## config.mk

```make
export PLATFORM = sky130hd
export DESIGN_NAME = lcd_nibble_write_sequencer_core
export DESIGN_NICKNAME = d
export VERILOG_FILES = /design/src/sv/lcdnws_pkg.sv /design/src/sv/lcd_nibble_write_sequencer_core.sv
export VERILOG_INCLUDE_DIRS = /design/src /design/src/sv
export SDC_FILE = /design/constraint.sdc
export NUM_CORES = 1
export LEC_CHECK = 0
export ABC_CLOCK_PERIOD_IN_PS = 2300
export BUFFER_PORTS_ARGS = -buffer_cell sky130_fd_sc_hd__clkbuf_2
export CORE_MARGIN = 5
export CORE_UTILIZATION = 55
export DETAILED_ROUTE_END_ITERATION = 12
export PLACE_DENSITY_LB_ADDON = 0.2
export SLEW_MARGIN = 20
export SYNTH_ARGS = -nofsm -noshare
export SYNTH_HDL_FRONTEND = slang
export SYNTH_SLANG_ARGS = --single-unit
export TNS_END_PERCENT = 1
```

## constraint.sdc

```tcl
create_clock -name clock -period 2.3 [get_ports clock]
set_input_delay 0.575 -clock clock [delete_from_list [all_inputs] [get_ports clock]]
set_output_delay 0.575 -clock clock [all_outputs]
set_load 0.005 [all_outputs]
```

## src/sv/assert_macros.svh

```systemverilog
// Assertion macros used by the sequencer core
`ifndef ASSERT_MACROS_SVH
`define ASSERT_MACROS_SVH

// same-cycle implication, disabled during reset
`define ASSERT_IMPLY(label, clk, rst, ante, cons) \
   label: assert property (@(posedge clk) disable iff (rst) (ante) |-> (cons)) \
      else $error("assertion failed");

// next-cycle implication, disabled during reset
`define ASSERT_NEXT(label, clk, rst, ante, cons) \
   label: assert property (@(posedge clk) disable iff (rst) (ante) |=> (cons)) \
      else $error("assertion failed");

`endif

```

## src/sv/lcdnws_pkg.sv

```systemverilog
// Types and constants of the LCD nibble write sequencer
`default_nettype none

package lcdnws_pkg;

   localparam logic [1:0] MODE_TICK = 2'd0;
   localparam logic [1:0] MODE_CMD  = 2'd1;
   localparam logic [1:0] MODE_DATA = 2'd2;
   localparam logic [1:0] MODE_INIT = 2'd3;

   localparam logic [1:0] CSR_SETUP_WAIT  = 2'd0;
   localparam logic [1:0] CSR_STROBE_WAIT = 2'd1;
   localparam logic [1:0] CSR_INIT_WAIT   = 2'd2;

   localparam logic [15:0] SETUP_WAIT_RESET  = 16'd500;
   localparam logic [15:0] STROBE_WAIT_RESET = 16'd100;
   localparam logic [15:0] INIT_WAIT_RESET   = 16'd1000;

   localparam logic [7:0] CMD_FUNC_SET = 8'h28;
   localparam logic [7:0] CMD_DISP_OFF = 8'h08;
   localparam logic [7:0] CMD_CLEAR    = 8'h01;
   localparam logic [7:0] CMD_DISP_ON  = 8'h0C;
   localparam logic [7:0] CMD_ENTRY   = 8'h06;
   localparam logic [7:0] CMD_LINE2   = 8'hC0;
   localparam logic [7:0] CHAR_NL     = 8'h0A;
   localparam logic [7:0] CHAR_TERM   = 8'h00;

   localparam logic [3:0] NIB_INIT_A  = 4'h3;
   localparam logic [3:0] NIB_INIT_B  = 4'h2;

   localparam logic [3:0] STEP_NONE   = 4'd0;
   localparam logic [3:0] STEP_FIRST  = 4'd1;
   localparam logic [3:0] STEP_LASTNB = 4'd4;
   localparam logic [3:0] STEP_CMD0   = 4'd5;
   localparam logic [3:0] STEP_CMD1   = 4'd6;
   localparam logic [3:0] STEP_CMD2   = 4'd7;
   localparam logic [3:0] STEP_CMD3   = 4'd8;
   localparam logic [3:0] STEP_CMDEND = 4'd9;

   typedef struct packed {
      logic [1:0] mode;
      logic [7:0] value;
   } req_type;

   typedef struct packed {
      logic       reg_select;
      logic       enable_pin;
      logic [3:0] bus_nibble;
      logic       busy_res;
      logic       refused;
   } rsp_type;

   function automatic logic [7:0] init_cmd(input logic [3:0] step);
      logic [7:0] cmd;
      case (step)
         STEP_CMD0:   cmd = CMD_FUNC_SET;
         STEP_CMD1:   cmd = CMD_DISP_OFF;
         STEP_CMD2:   cmd = CMD_CLEAR;
         STEP_CMD3:   cmd = CMD_ENTRY;
         STEP_CMDEND: cmd = CMD_DISP_ON;
         default:     cmd = CMD_FUNC_SET;
      endcase
      return cmd;
   endfunction

endpackage

`default_nettype wire

```

## src/sv/lcd_nibble_write_sequencer_core.sv

```systemverilog
// Top level: 4-bit character LCD write sequencer with registered result
// Usage:
//   req channel: one item per timing tick; mode selects tick, command byte,
//   data character or display initialise, value carries the byte.
//   rsp channel: exactly one result item per request item, showing the
//   RS, E and D7..D4 pin levels after that tick, a busy flag and a flag
//   for a request dropped because a sequence was running.
//   csr channel: writes setup_wait, strobe_wait and init_wait (index 0..2);
//   always ready, other indexes are ignored. Write only while idle.
// Timing:
//   The sequencer state and the result register are updated in the cycle
//   an item is accepted; its result is valid from the next cycle.
//   One item per cycle sustained: req_ready is high while the result
//   register is empty or is being taken in the same cycle.
// Reset:
//   Synchronous; clears the sequencer to idle with all pins low and
//   reloads the wait registers with 500, 100 and 1000.
// Stall:
//   While rsp_ready is low a pending result holds and req_ready drops,
//   so the sequencer does not advance.
`default_nettype none
`include "assert_macros.svh"

module lcd_nibble_write_sequencer_core (
   input  wire logic              clock,
   input  wire logic              reset,
   input  wire logic              req_valid,
   output logic                   req_ready,
   input  wire lcdnws_pkg::req_type req_payload,
   output logic                   rsp_valid,
   input  wire logic              rsp_ready,
   output lcdnws_pkg::rsp_type    rsp_payload,
   input  wire logic              csr_valid,
   output logic                   csr_ready,
   input  wire logic [1:0]        csr_index,
   input  wire logic [15:0]       csr_wdata
);

   typedef enum logic [2:0] {
      PH_IDLE, PH_SETUP, PH_HI_ON, PH_HI_OFF,
      PH_LO_ON, PH_LO_OFF, PH_INIT_ON, PH_INIT_OFF
   } phase_type;

   logic [15:0] setup_wait_ff, strobe_wait_ff, init_wait_ff;

   phase_type   phase_ff, phase_in;
   logic [15:0] wait_ff, wait_in;
   logic [7:0]  byte_ff, byte_in;
   logic        rs_ff, rs_in;
   logic        enable_ff, enable_in;
   logic [3:0]  nibble_ff, nibble_in;
   logic        entry_ff, entry_in;
   logic [3:0]  step_ff, step_in;

   logic                rsp_valid_ff;
   lcdnws_pkg::rsp_type rsp_ff, rsp_in;

   logic req_fire;
   logic refused;
   logic accepted;

   assign req_ready = !rsp_valid_ff || rsp_ready;
   assign req_fire  = req_valid && req_ready;
   assign csr_ready = 1'b1;

   assign rsp_valid   = rsp_valid_ff;
   assign rsp_payload = rsp_ff;

   always_comb begin
      phase_in  = phase_ff;
      wait_in   = wait_ff;
      byte_in   = byte_ff;
      rs_in     = rs_ff;
      enable_in = enable_ff;
      nibble_in = nibble_ff;
      entry_in  = entry_ff;
      step_in   = step_ff;
      refused   = 1'b0;
      accepted  = 1'b0;

      if (req_payload.mode != lcdnws_pkg::MODE_TICK) begin
         if (phase_ff != PH_IDLE) begin
            refused = 1'b1;
         end else begin
            case (req_payload.mode)
               lcdnws_pkg::MODE_CMD: begin
                  byte_in   = req_payload.value;
                  rs_in     = 1'b0;
                  enable_in = 1'b0;
                  phase_in  = PH_SETUP;
                  wait_in   = setup_wait_ff;
                  accepted  = 1'b1;
               end
               lcdnws_pkg::MODE_DATA: begin
                  if (req_payload.value == lcdnws_pkg::CHAR_NL) begin
                     byte_in   = lcdnws_pkg::CMD_LINE2;
                     rs_in     = 1'b0;
                     enable_in = 1'b0;
                     phase_in  = PH_SETUP;
                     wait_in   = setup_wait_ff;
                     accepted  = 1'b1;
                  end else if (req_payload.value != lcdnws_pkg::CHAR_TERM) begin
                     entry_in  = 1'b1;
                     byte_in   = req_payload.value;
                     rs_in     = 1'b1;
                     enable_in = 1'b0;
                     phase_in  = PH_SETUP;
                     wait_in   = setup_wait_ff;
                     accepted  = 1'b1;
                  end
               end
               default: begin
                  rs_in     = 1'b0;
                  step_in   = lcdnws_pkg::STEP_FIRST;
                  entry_in  = 1'b0;
                  nibble_in = lcdnws_pkg::NIB_INIT_A;
                  enable_in = 1'b1;
                  phase_in  = PH_INIT_ON;
                  wait_in   = init_wait_ff;
                  accepted  = 1'b1;
               end
            endcase
         end
      end

      if (!accepted && phase_ff != PH_IDLE) begin
         if (wait_ff != 16'd0) begin
            wait_in = wait_ff - 16'd1;
         end else begin
            unique case (phase_ff)
               PH_SETUP: begin
                  nibble_in = byte_ff[7:4];
                  enable_in = 1'b1;
                  phase_in  = PH_HI_ON;
                  wait_in   = strobe_wait_ff;
               end
               PH_HI_ON: begin
                  enable_in = 1'b0;
                  phase_in  = PH_HI_OFF;
                  wait_in   = strobe_wait_ff;
               end
               PH_HI_OFF: begin
                  nibble_in = byte_ff[3:0];
                  enable_in = 1'b1;
                  phase_in  = PH_LO_ON;
                  wait_in   = strobe_wait_ff;
               end
               PH_LO_ON: begin
                  enable_in = 1'b0;
                  phase_in  = PH_LO_OFF;
                  wait_in   = strobe_wait_ff;
               end
               PH_LO_OFF: begin
                  if (entry_ff) begin
                     entry_in  = 1'b0;
                     byte_in   = lcdnws_pkg::CMD_ENTRY;
                     rs_in     = 1'b0;
                     enable_in = 1'b0;
                     phase_in  = PH_SETUP;
                     wait_in   = setup_wait_ff;
                  end else if (step_ff >= lcdnws_pkg::STEP_CMD0
                               && step_ff < lcdnws_pkg::STEP_CMDEND) begin
                     step_in   = step_ff + 4'd1;
                     byte_in   = lcdnws_pkg::init_cmd(step_ff + 4'd1);
                     rs_in     = 1'b0;
                     enable_in = 1'b0;
                     phase_in  = PH_SETUP;
                     wait_in   = setup_wait_ff;
                  end else begin
                     step_in  = lcdnws_pkg::STEP_NONE;
                     phase_in = PH_IDLE;
                     wait_in  = 16'd0;
                  end
               end
               PH_INIT_ON: begin
                  enable_in = 1'b0;
                  phase_in  = PH_INIT_OFF;
                  wait_in   = (step_ff == lcdnws_pkg::STEP_LASTNB) ? init_wait_ff : 16'd0;
               end
               PH_INIT_OFF: begin
                  if (step_ff < lcdnws_pkg::STEP_LASTNB) begin
                     step_in   = step_ff + 4'd1;
                     nibble_in = (step_ff + 4'd1 == lcdnws_pkg::STEP_LASTNB)
                                 ? lcdnws_pkg::NIB_INIT_B : lcdnws_pkg::NIB_INIT_A;
                     enable_in = 1'b1;
                     phase_in  = PH_INIT_ON;
                     wait_in   = init_wait_ff;
                  end else begin
                     step_in   = lcdnws_pkg::STEP_CMD0;
                     byte_in   = lcdnws_pkg::init_cmd(lcdnws_pkg::STEP_CMD0);
                     rs_in     = 1'b0;
                     enable_in = 1'b0;
                     phase_in  = PH_SETUP;
                     wait_in   = setup_wait_ff;
                  end
               end
               default: begin
                  step_in  = lcdnws_pkg::STEP_NONE;
                  entry_in = 1'b0;
                  phase_in = PH_IDLE;
                  wait_in  = 16'd0;
               end
            endcase
         end
      end

      rsp_in.reg_select = rs_in;
      rsp_in.enable_pin = enable_in;
      rsp_in.bus_nibble = nibble_in;
      rsp_in.busy_res   = (phase_in != PH_IDLE);
      rsp_in.refused    = refused;
   end

   always_ff @(posedge clock) begin
      if (reset) begin
         setup_wait_ff  <= lcdnws_pkg::SETUP_WAIT_RESET;
         strobe_wait_ff <= lcdnws_pkg::STROBE_WAIT_RESET;
         init_wait_ff   <= lcdnws_pkg::INIT_WAIT_RESET;
      end else if (csr_valid && csr_ready) begin
         case (csr_index)
            lcdnws_pkg::CSR_SETUP_WAIT:  setup_wait_ff  <= csr_wdata;
            lcdnws_pkg::CSR_STROBE_WAIT: strobe_wait_ff <= csr_wdata;
            lcdnws_pkg::CSR_INIT_WAIT:   init_wait_ff   <= csr_wdata;
            default: ;
         endcase
      end
   end

   always_ff @(posedge clock) begin
      if (reset) begin
         phase_ff     <= PH_IDLE;
         wait_ff      <= 16'd0;
         byte_ff      <= 8'd0;
         rs_ff        <= 1'b0;
         enable_ff    <= 1'b0;
         nibble_ff    <= 4'd0;
         entry_ff     <= 1'b0;
         step_ff      <= lcdnws_pkg::STEP_NONE;
         rsp_valid_ff <= 1'b0;
      end else begin
         if (req_fire) begin
            phase_ff  <= phase_in;
            wait_ff   <= wait_in;
            byte_ff   <= byte_in;
            rs_ff     <= rs_in;
            enable_ff <= enable_in;
            nibble_ff <= nibble_in;
            entry_ff  <= entry_in;
            step_ff   <= step_in;
         end
         if (req_fire) begin
            rsp_valid_ff <= 1'b1;
         end else if (rsp_ready) begin
            rsp_valid_ff <= 1'b0;
         end
      end
   end

   always_ff @(posedge clock) begin
      if (req_fire) begin
         rsp_ff <= rsp_in;
      end
   end

   `ASSERT_IMPLY(a_idle_clean, clock, reset, phase_ff == PH_IDLE,
      wait_ff == 16'd0 && step_ff == lcdnws_pkg::STEP_NONE && !entry_ff)
   `ASSERT_NEXT(a_fire_result, clock, reset, req_fire, rsp_valid_ff)
   `ASSERT_IMPLY(a_busy_matches, clock, reset, rsp_valid_ff,
      rsp_ff.busy_res == (phase_ff != PH_IDLE))

endmodule

`default_nettype wire

```

==> results of run 1 <==
[layout make-up]
| class | instances | area, µm² | share of cell area |
|---|---|---|---|
| clock buffer | 11 | 141 | 0.0208 |
| clock inverter | 5 | 55.1 | 0.00811 |
| inverter | 16 | 60.1 | 0.00885 |
| multi-input combinational | 562 | 3370 | 0.497 |
| sequential | 95 | 1990 | 0.292 |
| tap | 133 | 166 | 0.0245 |
| timing repair buffer | 143 | 1010 | 0.148 |
[critical path, stage by stage (launching register included)]
cell and delay (ps):
dfxtp_1 340, inv_1 60, ha_1 140, or3b_4 410, nor4_4 220, buf_4 190, nand3_4 150, o21ai_1 130
o311a_1 210, o211ai_1 120
[metrics by stage]
| step | instance area [µm²] | util | cells |
|---|---|---|---|
| 2_1_floorplan | 5520 | - | 723 |
| 3_3_place_gp | 6460 | 0.661 | 945 |
| 3_5_place_dp | 6460 | 0.661 | 945 |
| 4_1_cts | 6680 | 0.683 | 961 |
| 5_1_grt | 6790 | 0.695 | 965 |
| 6_report | 6790 | 0.695 | 965 |
[flip-flops by register name, summed over array words and instances, names as in the netlist]
register        cells
strobe_wait_ff     16
rsp_payload         8
byte_ff             8
enable_ff           1
rs_ff               1
wait_ff            16
setup_wait_ff      16
nibble_ff           4
rsp_valid           1
step_ff             4
phase_ff            3
init_wait_ff       16
entry_ff            1
[repair_timing]
action	in CTS	in global routing
buffers inserted	0	4
pin swaps	0	4
setup endpoints to repair	2	30
resized for setup	3	19
[layout by cell type, fill, tap and decap left out, types with 10 or more instances in the layout]
cell type / n
nand2_1: 143
nand3_1: 33
clkbuf_2: 42
o21ai_0: 35
nor2_1: 49
buf_4: 98
dfxtp_1: 84
clkbuf_8: 10
mux2i_1: 17
nor3_1: 21
a21oi_1: 68
inv_1: 16
[per-layer routing]
metal,vias to the layer above,track usage,part of all wire,wire length (µm)
li1,2852,-,-,-
met2,260,0.524,0.49,8670
met1,2827,0.373,0.42,7410
met5,-,0,0,0
met3,42,0.0367,0.065,1150
met4,0,0.130,0.028,490
[where the power goes]
part	switching (µW)	internal [µW]	leakage [µW]
combinational	749	566	0.00179
clock	612	534	0.000104
sequential	92.9	1770	0.000791
total	1450	2870	0.00269
[how the worst min path moves through the flow]
stage / endpoint / cells after the start
finish: strobe_wait_ff[4] / 3
global route: rsp_valid / 3
CTS: setup_wait_ff[8] / 3
detailed placement: strobe_wait_ff[3] / 2
global placement: strobe_wait_ff[10] / 2
floorplan: strobe_wait_ff[12] / 2
[logic make-up (layout without fill, tap and decap cells)]
logic type	Yosys count	after routing	synth area share
other	1	1	0.000680
flip-flops	95	95	0.359
AND/OR/NAND/NOR	310	310	0.265
XOR/XNOR	5	5	0.00794
adder cells (fa/ha/maj)	8	8	0.0181
AO/OA/AOI/OAI	217	217	0.262
multiplexers	21	21	0.0390
buffers and inverters	66	175	0.0481
==> summary.txt, run 1 <==
Status
  – Status: completed

Timing
  – Unrepaired setup endpoints after global routing: true
  – Final period util: 0.969
  – Fin Setup TNS: 0 ps
  – Clock Skews: 11.2 ps
  – Clock period minus worst slack: 2230 ps
  – Min Hold Slack: 437 ps
  – Worst rel slew slack: 0.532
  – Max-slew violations: 0
  – Post-route setup slack: 70.3 ps
  – Final setup fails: 0
  – Final hold violation count: 0
  – Highest Clock Rate: 448 MHz
  – Worst-margin pin slew: 702 ps

Layout
  – Share of cells above drive strength 1: 0.238
  – Antenna diodes: 0
  – Area growth, synth to finish: 23.1%
  – Final nets: 868
  – Fillers: 849

Drt
  – Drt wl/cell: 18.4 µm
  – Via count: 5981
  – First-pass detailed-route iteration total: 6
  – Total routed wirelength: 17.7 mm
  – DRC: 0
  – Vias per std cell: 6.20
  – Initial DRC Count: 581
  – Antenna viol nets, final: 0

Clocking
  – Worst skew pair latency: 380 ps
  – Clk slew on worst S/H paths: 90 ps
  – H-Tree Depth: 3
  – TritonCTS clock tree: yes
  – CTS Buf Count: 9
  – Hold-fix buffers at CTS: 0
  – Clock root cell: clkbuf_8
  – CTS sink count: 95
  – Clk buf depth: 2

Setup path
  – Critical Path AT: 2340 ps
  – Req. time, crit path: 2410 ps
  – R2r setup slk: 70 ps
  – CP endpoint: rsp_payload[1]
  – R2R Path Start: wait_ff[1]
  – Startpoint types: flip-flop
  – CP Max Fanout: 7
  – Critical path class: reg -> reg
  – Crit end category: flip-flop
  – Worst R2R Path Depth: 9
  – Worst Setup SP: wait_ff[1]
  – Reg2reg end: rsp_payload[1]

Hold path
  – Min-Delay Path Class: in -> reg
  – Hold path startpoint: csr_wdata[4]

Logic synthesis
  – Seq cells post-synth: 95
  – Synth unique cells: 76
  – Synthesized area: 0.00552 mm²
  – Post-synth EDFFs: 8
  – Leading area contributor after synthesis: dfxtp_1
  – Avg Cell Area, Syn: 7.63 µm²
  – Synth top cells by count: 144 x nand2_1, 87 x dfxtp_1, 68 x a21oi_1
  – YS warnings: 0
  – Asr flop ratio synth: 0
  – Synthesized net count: 764
  – Synth area leaders: dfxtp_1 32%, nand2_1 9.8%, a21oi_1 6.2%, edfxtp_1 4.4%, o21ai_0 3.4%
  – Ys flop type: dfxtp_1
  – Post-Syn Instances: 723
  – Top cell type's share of synthesized area: 0.316
  – Count leader, synth: nand2_1
  – Register area share after synthesis: 0.359

Floorplan
  – Die Area: 0.0121 mm²
  – Core footprint: 0.00977 mm²
  – Die Width: 110 µm
  – Initial Utilization: 0.564
  – # rows: 36
  – Num ports: 44
  – Die height: 110 µm

Power
  – Design Power: 4330 µW
  – Max VDD drop: 0.000396 V
  – Lkg Pwr: 0.00269 µW
  – Power Density: 638 mW/mm²

Placement
  – Post-place setup slack: -236 ps
  – Gpl congestion: 0.968
  – PortBufs: 42
  – Post-DP HPWL: 12.8 mm

GRT
  – Largest net degree at the start of global routing: 41
  – Initial antenna violation count: 0
  – Vias in the first global route: 5901
  – First-pass GRT wire length: 28.7 mm
  – Grt total ovfl: 0
  – Gr usage total: 0.301

Flow run
  – Max Cap Viol: 0
(Power assumes the default switching activity.)
==> inputs of run 2 (changes only) <==
--- a/config.mk
+++ b/config.mk
@@ -9,7 +9,7 @@
 export ABC_CLOCK_PERIOD_IN_PS = 2300
 export BUFFER_PORTS_ARGS = -buffer_cell sky130_fd_sc_hd__clkbuf_2
 export CORE_MARGIN = 5
-export CORE_UTILIZATION = 55
+export CORE_UTILIZATION = 45
 export DETAILED_ROUTE_END_ITERATION = 12
 export PLACE_DENSITY_LB_ADDON = 0.2
 export SLEW_MARGIN = 20
==> summary.txt, run 2 (synthesis gave the netlist of run 1 again) <==
Status
  – Status: completed

Power
  – Switch Pwr: 1480 µW (+1.5%)
  – Sw frac: 0.313 (-0.0230)
  – Cell internal pwr: 3240 µW (+13%)
  – Combinational Power Share: 0.274 (-0.030)
  – Max VDD drop: 0.000447 V (+13%)
  – Lkg Pwr: 0.00273 µW (+1.5%)
  – Clock power share: 0.329 (+0.064)
  – Power Density: 682 mW/mm² (+7.0%)
  – Sequential Power Share: 0.397 (-0.034)

Layout
  – Antenna diodes: 0 (unchanged)
  – Share of cells above drive strength 1: 0.240 (+0.00212)
  – Most frequent cells in the layout: 143 x nand2_1, 100 x buf_4, 84 x dfxtp_1
  – Area growth, synth to finish: 25.4%
  – Final core occ: 0.576 (-0.119)
  – Fillers: 1129 (+33%)
  – Commonest non-fill, non-tap cell in the layout: nand2_1
  – Seq. cell area: 0.00199 mm² (unchanged)
  – Multi-input gate area: 0.00337 mm² (about the same)
  – Final nets: 871 (+0.35%)

Setup path
  – R2r setup slk: 70 ps (about the same)
  – Critical Path AT: 2460 ps (+120 ps)
  – CP max stage delay: 610 ps (+200 ps)
  – CP Cell Sequence: and2_1 -> nand4_1 -> a2111oi_4 -> buf_4 -> nor2_1 -> a221oi_2 -> nor3_1
  – R2R Path Start: phase_ff[0]
  – Critical path class: reg -> reg
  – Req. time, crit path: 2520 ps (+110 ps)
  – Crit-path slowest cell: dfxtp_1
  – Reg2reg end: byte_ff[6]
  – CP Max Fanout: 13 (+6)
  – Crit end category: flip-flop
  – Worst R2R Path Depth: 7 (-2)
  – Startpoint types: flip-flop

Clocking
  – H-Tree Depth: 3 (unchanged)
  – TritonCTS clock tree: yes
  – Clk buf depth: 2 (unchanged)
  – Clock root cell: clkbuf_16
  – CTS sink count: 95 (unchanged)
  – Worst skew pair latency: 360 ps (-20 ps)
  – Clk slew on worst S/H paths: 70 ps (-20 ps)
  – CTS Buf Count: 9 (unchanged)

Timing
  – Final period util: 0.971 (+0.00124)
  – Clock Skews: 8.98 ps (-2.25 ps)
  – Min Hold Slack: 458 ps (+20.4 ps)
  – Max-slew violations: 0 (unchanged)
  – Worst-margin pin slew: 667 ps (-35.1 ps)
  – Worst rel slew slack: 0.556 (+0.0234)
  – Clock period minus worst slack: 2230 ps (+2.86 ps)
  – Fin Setup TNS: 0 ps (unchanged)
  – Final hold violation count: 0 (unchanged)
  – Final setup fails: 0 (unchanged)
  – Unrepaired setup endpoints after global routing: true
  – Highest Clock Rate: 448 MHz (-0.13%)

Hold path
  – Min-Delay Path Class: reg -> reg
  – Hold Path Stages: 2 (-1)
  – Hold EP: strobe_wait_ff[11]
  – Hold path startpoint: strobe_wait_ff[11]

Floorplan
  – Num ports: 44 (unchanged)
  – Die height: 121 µm (+9.6%)
  – Initial Utilization: 0.459 (-0.105)
  – Die Width: 121 µm (+9.6%)
  – Die Area: 0.0146 mm² (+20%)
  – # rows: 40 (+11%)
  – Core footprint: 0.0120 mm² (+23%)

Placement
  – PortBufs: 42 (unchanged)
  – Gpl congestion: 0.923 (-4.6%)
  – Post-DP HPWL: 12.8 mm (-0.57%)

Drt
  – Highest routed layer: met4
  – Drt wl/cell: 17.8 µm (-2.9%)
  – Antenna viol nets, final: 0 (unchanged)
  – First-pass detailed-route iteration total: 7 (+1)
  – Vias per std cell: 6.02 (-2.9%)
  – DRT met1 WL: 7.54 mm (+1.7%)
  – Total routed wirelength: 17.5 mm (-1.3%)
  – Initial DRC Count: 424 (-27%)
  – Met3 routed WL: 872 µm (-24%)
  – DRC: 0 (unchanged)
  – Via count: 5896 (-1.4%)
  – Metal2 WL: 8.56 mm (-1.3%)

GRT
  – Grt total ovfl: 0 (unchanged)
  – Largest net degree at the start of global routing: 36 (-12%)
  – First-pass GRT wire length: 28.1 mm (-2.0%)
  – Gr usage total: 0.238 (-0.0630)
  – Vias in the first global route: 5687 (-3.6%)
  – Initial antenna violation count: 0 (unchanged)

Flow run
  – Max Cap Viol: 0 (unchanged)
[run 2: how the worst max path moves through the flow]
stage          depth (start not counted)        endpoint  slack [ps]           start
5_1_grt                               10      byte_ff[6]         -30      step_ff[0]
3_3_place_gp                           8      byte_ff[2]        -130  req_payload[8]
6_report                               7      byte_ff[6]          70     phase_ff[0]
2_1_floorplan                          8      byte_ff[2]         -30  req_payload[8]
4_1_cts                               10  rsp_payload[4]           2      wait_ff[0]
3_5_place_dp                           8      byte_ff[2]        -180  req_payload[8]
[run 2: area by class of cell]
type,instances,area share
timing repair buffer,146,0.147
tap,147,0.0266
clock inverter,2,0.00561
sequential,95,0.287
clock buffer,12,0.0373
inverter,16,0.00868
multi-input combinational,562,0.488
[run 2: per-stage QoR]
step / setup slack (ps) / cell area (µm²) / cells / power, µW
floorplan: -30.6 / 5520 / 723 / 2600
global placement: -126 / 6490 / 962 / 3090
global route: -26.1 / 6920 / 980 / 4930
finish: 67.5 / 6920 / 980 / 4720
CTS: 2.18 / 6810 / 976 / 4660
detailed placement: -182 / 6490 / 962 / 3120
[run 2: timing repair]
action | CTS | global route
endpoints found under the setup margin | 5 | 33
buffers inserted | 0 | 3
resized for setup | 4 | 22
hold buffers | 0 | 0
gates cloned | 0 | 1
pin swaps | 0 | 5
[run 2: worst max-delay path: cells and delay by family (launching register included)]
| family | cells | cell delay, ps |
|---|---|---|
| AOI/OAI and AO/OA | 2 | 660 |
| and+or+nand+nor | 4 | 630 |
| DFF | 1 | 610 |
| buffers and inverters | 1 | 200 |
[run 2: power by group through the flow]
| stage | Combinational [µW] | Clock, µW | Sequential, µW |
|---|---|---|---|
| after floorplan | 724 | 0 | 1880 |
| after global placement | 1190 | 0 | 1900 |
| after detailed placement | 1210 | 0 | 1910 |
| after CTS | 1220 | 1570 | 1870 |
| after global routing | 1410 | 1640 | 1880 |
| final | 1290 | 1550 | 1870 |
[run 2: per-layer routing]
layer  GRT usage  vias up
li1            -     2858
met1       0.285     2807
met2       0.416      190
met3      0.0388       41
met4       0.107        0
met5           0        -
==> inputs of run 3 (changes only) <==
--- a/config.mk
+++ b/config.mk
@@ -12,6 +12,7 @@
 export CORE_UTILIZATION = 45
 export DETAILED_ROUTE_END_ITERATION = 12
 export PLACE_DENSITY_LB_ADDON = 0.2
+export SETUP_SLACK_MARGIN = 0.5
 export SLEW_MARGIN = 20
 export SYNTH_ARGS = -nofsm -noshare
 export SYNTH_HDL_FRONTEND = slang
==> summary.txt, run 3 (synthesis gave the netlist of run 1 again) <==
Hold path
  – Hold EP: strobe_wait_ff[1]
  – Hold path startpoint: strobe_wait_ff[1]
  – Hold Path Stages: 2 (unchanged)
  – Min-Delay Path Class: reg -> reg

GRT
  – Vias in the first global route: 5958 (+4.8%)
  – Largest net degree at the start of global routing: 46 (+28%)
  – Gr usage total: 0.247 (+0.00950)
  – Grt total ovfl: 0 (unchanged)
  – First-pass GRT wire length: 29.3 mm (+4.0%)
  – Initial antenna violation count: 0 (unchanged)

Power
  – Cell internal pwr: 3180 µW (-1.9%)
  – Combinational Power Share: 0.300 (+0.026)
  – Switch Pwr: 1530 µW (+3.8%)
  – Power Density: 662 mW/mm² (-3.0%)
  – Clock power share: 0.303 (-0.026)
  – Sw frac: 0.325 (+0.0124)
  – Lkg Pwr: 0.00281 µW (+2.9%)
  – Max VDD drop: 0.000476 V (+6.6%)
  – Sequential Power Share: 0.397 (about the same)

Layout
  – Area growth, synth to finish: 29.1%
  – Final nets: 881 (+1.1%)
  – Most frequent cells in the layout: 142 x nand2_1, 105 x buf_4, 80 x dfxtp_1
  – Multi-input gate area: 0.00348 mm² (+3.1%)
  – Antenna diodes: 0 (unchanged)
  – Final core occ: 0.593 (+0.0173)
  – Share of cells above drive strength 1: 0.275 (+0.0345)
  – Fillers: 1106 (-2.0%)
  – Seq. cell area: 0.00199 mm² (+0.25%)
  – Commonest non-fill, non-tap cell in the layout: nand2_1

Status
  – Status: completed

Clocking
  – Clk slew on worst S/H paths: 70 ps (about the same)
  – Clk buf depth: 2 (unchanged)
  – Clock root cell: clkbuf_16
  – CTS sink count: 95 (unchanged)
  – CTS Buf Count: 9 (unchanged)
  – Worst skew pair latency: 350 ps (about the same)
  – TritonCTS clock tree: yes
  – H-Tree Depth: 3 (unchanged)

Drt
  – Drt wl/cell: 18.1 µm (+1.4%)
  – Via count: 6032 (+2.3%)
  – Total routed wirelength: 17.9 mm (+2.6%)
  – Antenna viol nets, final: 0 (unchanged)
  – Vias per std cell: 6.08 (+1.1%)
  – First-pass detailed-route iteration total: 6 (-1)
  – DRC: 0 (unchanged)
  – Initial DRC Count: 548 (+29%)

Floorplan
  – Initial Utilization: 0.459 (unchanged)
  – Die Area: 0.0146 mm² (unchanged)
  – # rows: 40 (unchanged)
  – Num ports: 44 (unchanged)
  – Core footprint: 0.0120 mm² (unchanged)
  – Die height: 121 µm (unchanged)
  – Die Width: 121 µm (unchanged)

Setup path
  – Worst R2R Path Depth: 10 (+3)
  – Crit end category: flip-flop
  – Req. time, crit path: 2560 ps (+40 ps)
  – CP Max Fanout: 7 (-6)
  – Reg2reg end: phase_ff[0]
  – R2r setup slk: 180 ps (+110 ps)
  – Startpoint types: flip-flop
  – R2R Path Start: wait_ff[1]
  – Critical path class: reg -> reg
  – Critical Path AT: 2370 ps (-90 ps)

Timing
  – Worst rel slew slack: 0.623 (+0.0675)
  – Final hold violation count: 0 (unchanged)
  – Unrepaired setup endpoints after global routing: true
  – Final setup fails: 0 (unchanged)
  – Worst-margin pin slew: 565 ps (-101 ps)
  – Min Hold Slack: 462 ps (+4.19 ps)
  – Fin Setup TNS: 0 ps (unchanged)
  – Final period util: 0.921 (-0.0495)
  – Clock period minus worst slack: 2120 ps (-114 ps)
  – Clock Skews: 6.10 ps (-2.88 ps)
  – Highest Clock Rate: 472 MHz (+5.4%)
  – Max-slew violations: 0 (unchanged)

Placement
  – PortBufs: 42 (unchanged)
  – Gpl congestion: 0.944 (+2.3%)
  – Post-DP HPWL: 13.1 mm (+2.9%)

Flow run
  – Max Cap Viol: 0 (unchanged)
-- run 3: cell types whose count changed in the layout (fill, tap and decap cells not counted), moves of 3 or more --
cell,before,now
buf_4,100,105
buf_6,1,5
dfxtp_1,84,80
dfxtp_2,3,7
ha_1,7,4
ha_4,0,3
inv_1,16,12
inv_2,0,4
nor3_1,21,18
nor3_2,6,9
o21ai_0,36,33
-- run 3: area by class of cell --
| type | count | share of cell area |
|---|---|---|
| Multi-Input combinational cell | 562 | 0.488 |
| Clock inverter | 4 | 0.00422 |
| Inverter | 16 | 0.00843 |
| Sequential cell | 95 | 0.279 |
| Tap cell | 147 | 0.0258 |
| Timing Repair Buffer | 156 | 0.159 |
| Clock buffer | 12 | 0.0346 |
-- run 3: metal layers --
metal	vias to the layer above	GRT usage	wire length (µm)
met3	35	0.0444	1050
met4	0	0.0992	442
met1	2907	0.300	7490
met2	203	0.432	8960
li1	2887	-	-
met5	-	0	0
-- run 3: how the worst max path moves through the flow --
stage / startpoint / endpoint / slack, ps / cells past startpoint
finish: wait_ff[1] / phase_ff[0] / 180 / 10
global route: wait_ff[1] / wait_ff[15] / 90 / 10
CTS: wait_ff[1] / step_ff[2] / 220 / 9
detailed placement: wait_ff[0] / nibble_ff[3] / -130 / 9
global placement: req_payload[9] / byte_ff[3] / -70 / 11
floorplan: req_payload[9] / byte_ff[2] / 40 / 8
-- run 3: per-stage QoR --
| step | power [µW] | instance area (µm²) | cells | setup slack, ps |
|---|---|---|---|---|
| floorplan | 2610 | 5530 | 723 | 44.7 |
| global placement | 3110 | 6520 | 962 | -70.3 |
| detailed placement | 3140 | 6520 | 962 | -129 |
| CTS | 4670 | 7060 | 991 | 221 |
| global route | 4940 | 7120 | 992 | 89.1 |
| finish | 4710 | 7120 | 992 | 181 |
-- run 3: critical path: stages, from the launching register on --
cell and delay (ps):
dfxtp_2 330, inv_2 60, ha_4 120, or3b_4 400
nor4_4 190, buf_4 170, nand3_4 150, buf_4 200
o21ai_2 70, a21oi_1 90, a311oi_1 240
-- run 3: what timing repair did --
action | CTS | global route
resized for setup | 45 | 14
hold endpoints to repair | 0 | 0
gates cloned | 1 | 0
endpoints found under the setup margin | 45 | 45
setup buffers | 12 | 1
pin swaps | 8 | 4
hold buffers | 0 | 0
-- run 3: power groups by stage --
| stage | Sequential (µW) | Combinational (µW) | Clock, µW |
|---|---|---|---|
| after floorplan | 1880 | 727 | 0 |
| after global placement | 1900 | 1210 | 0 |
| after detailed placement | 1900 | 1230 | 0 |
| after CTS | 1870 | 1350 | 1450 |
| after global routing | 1880 | 1520 | 1540 |
| final | 1870 | 1410 | 1430 |
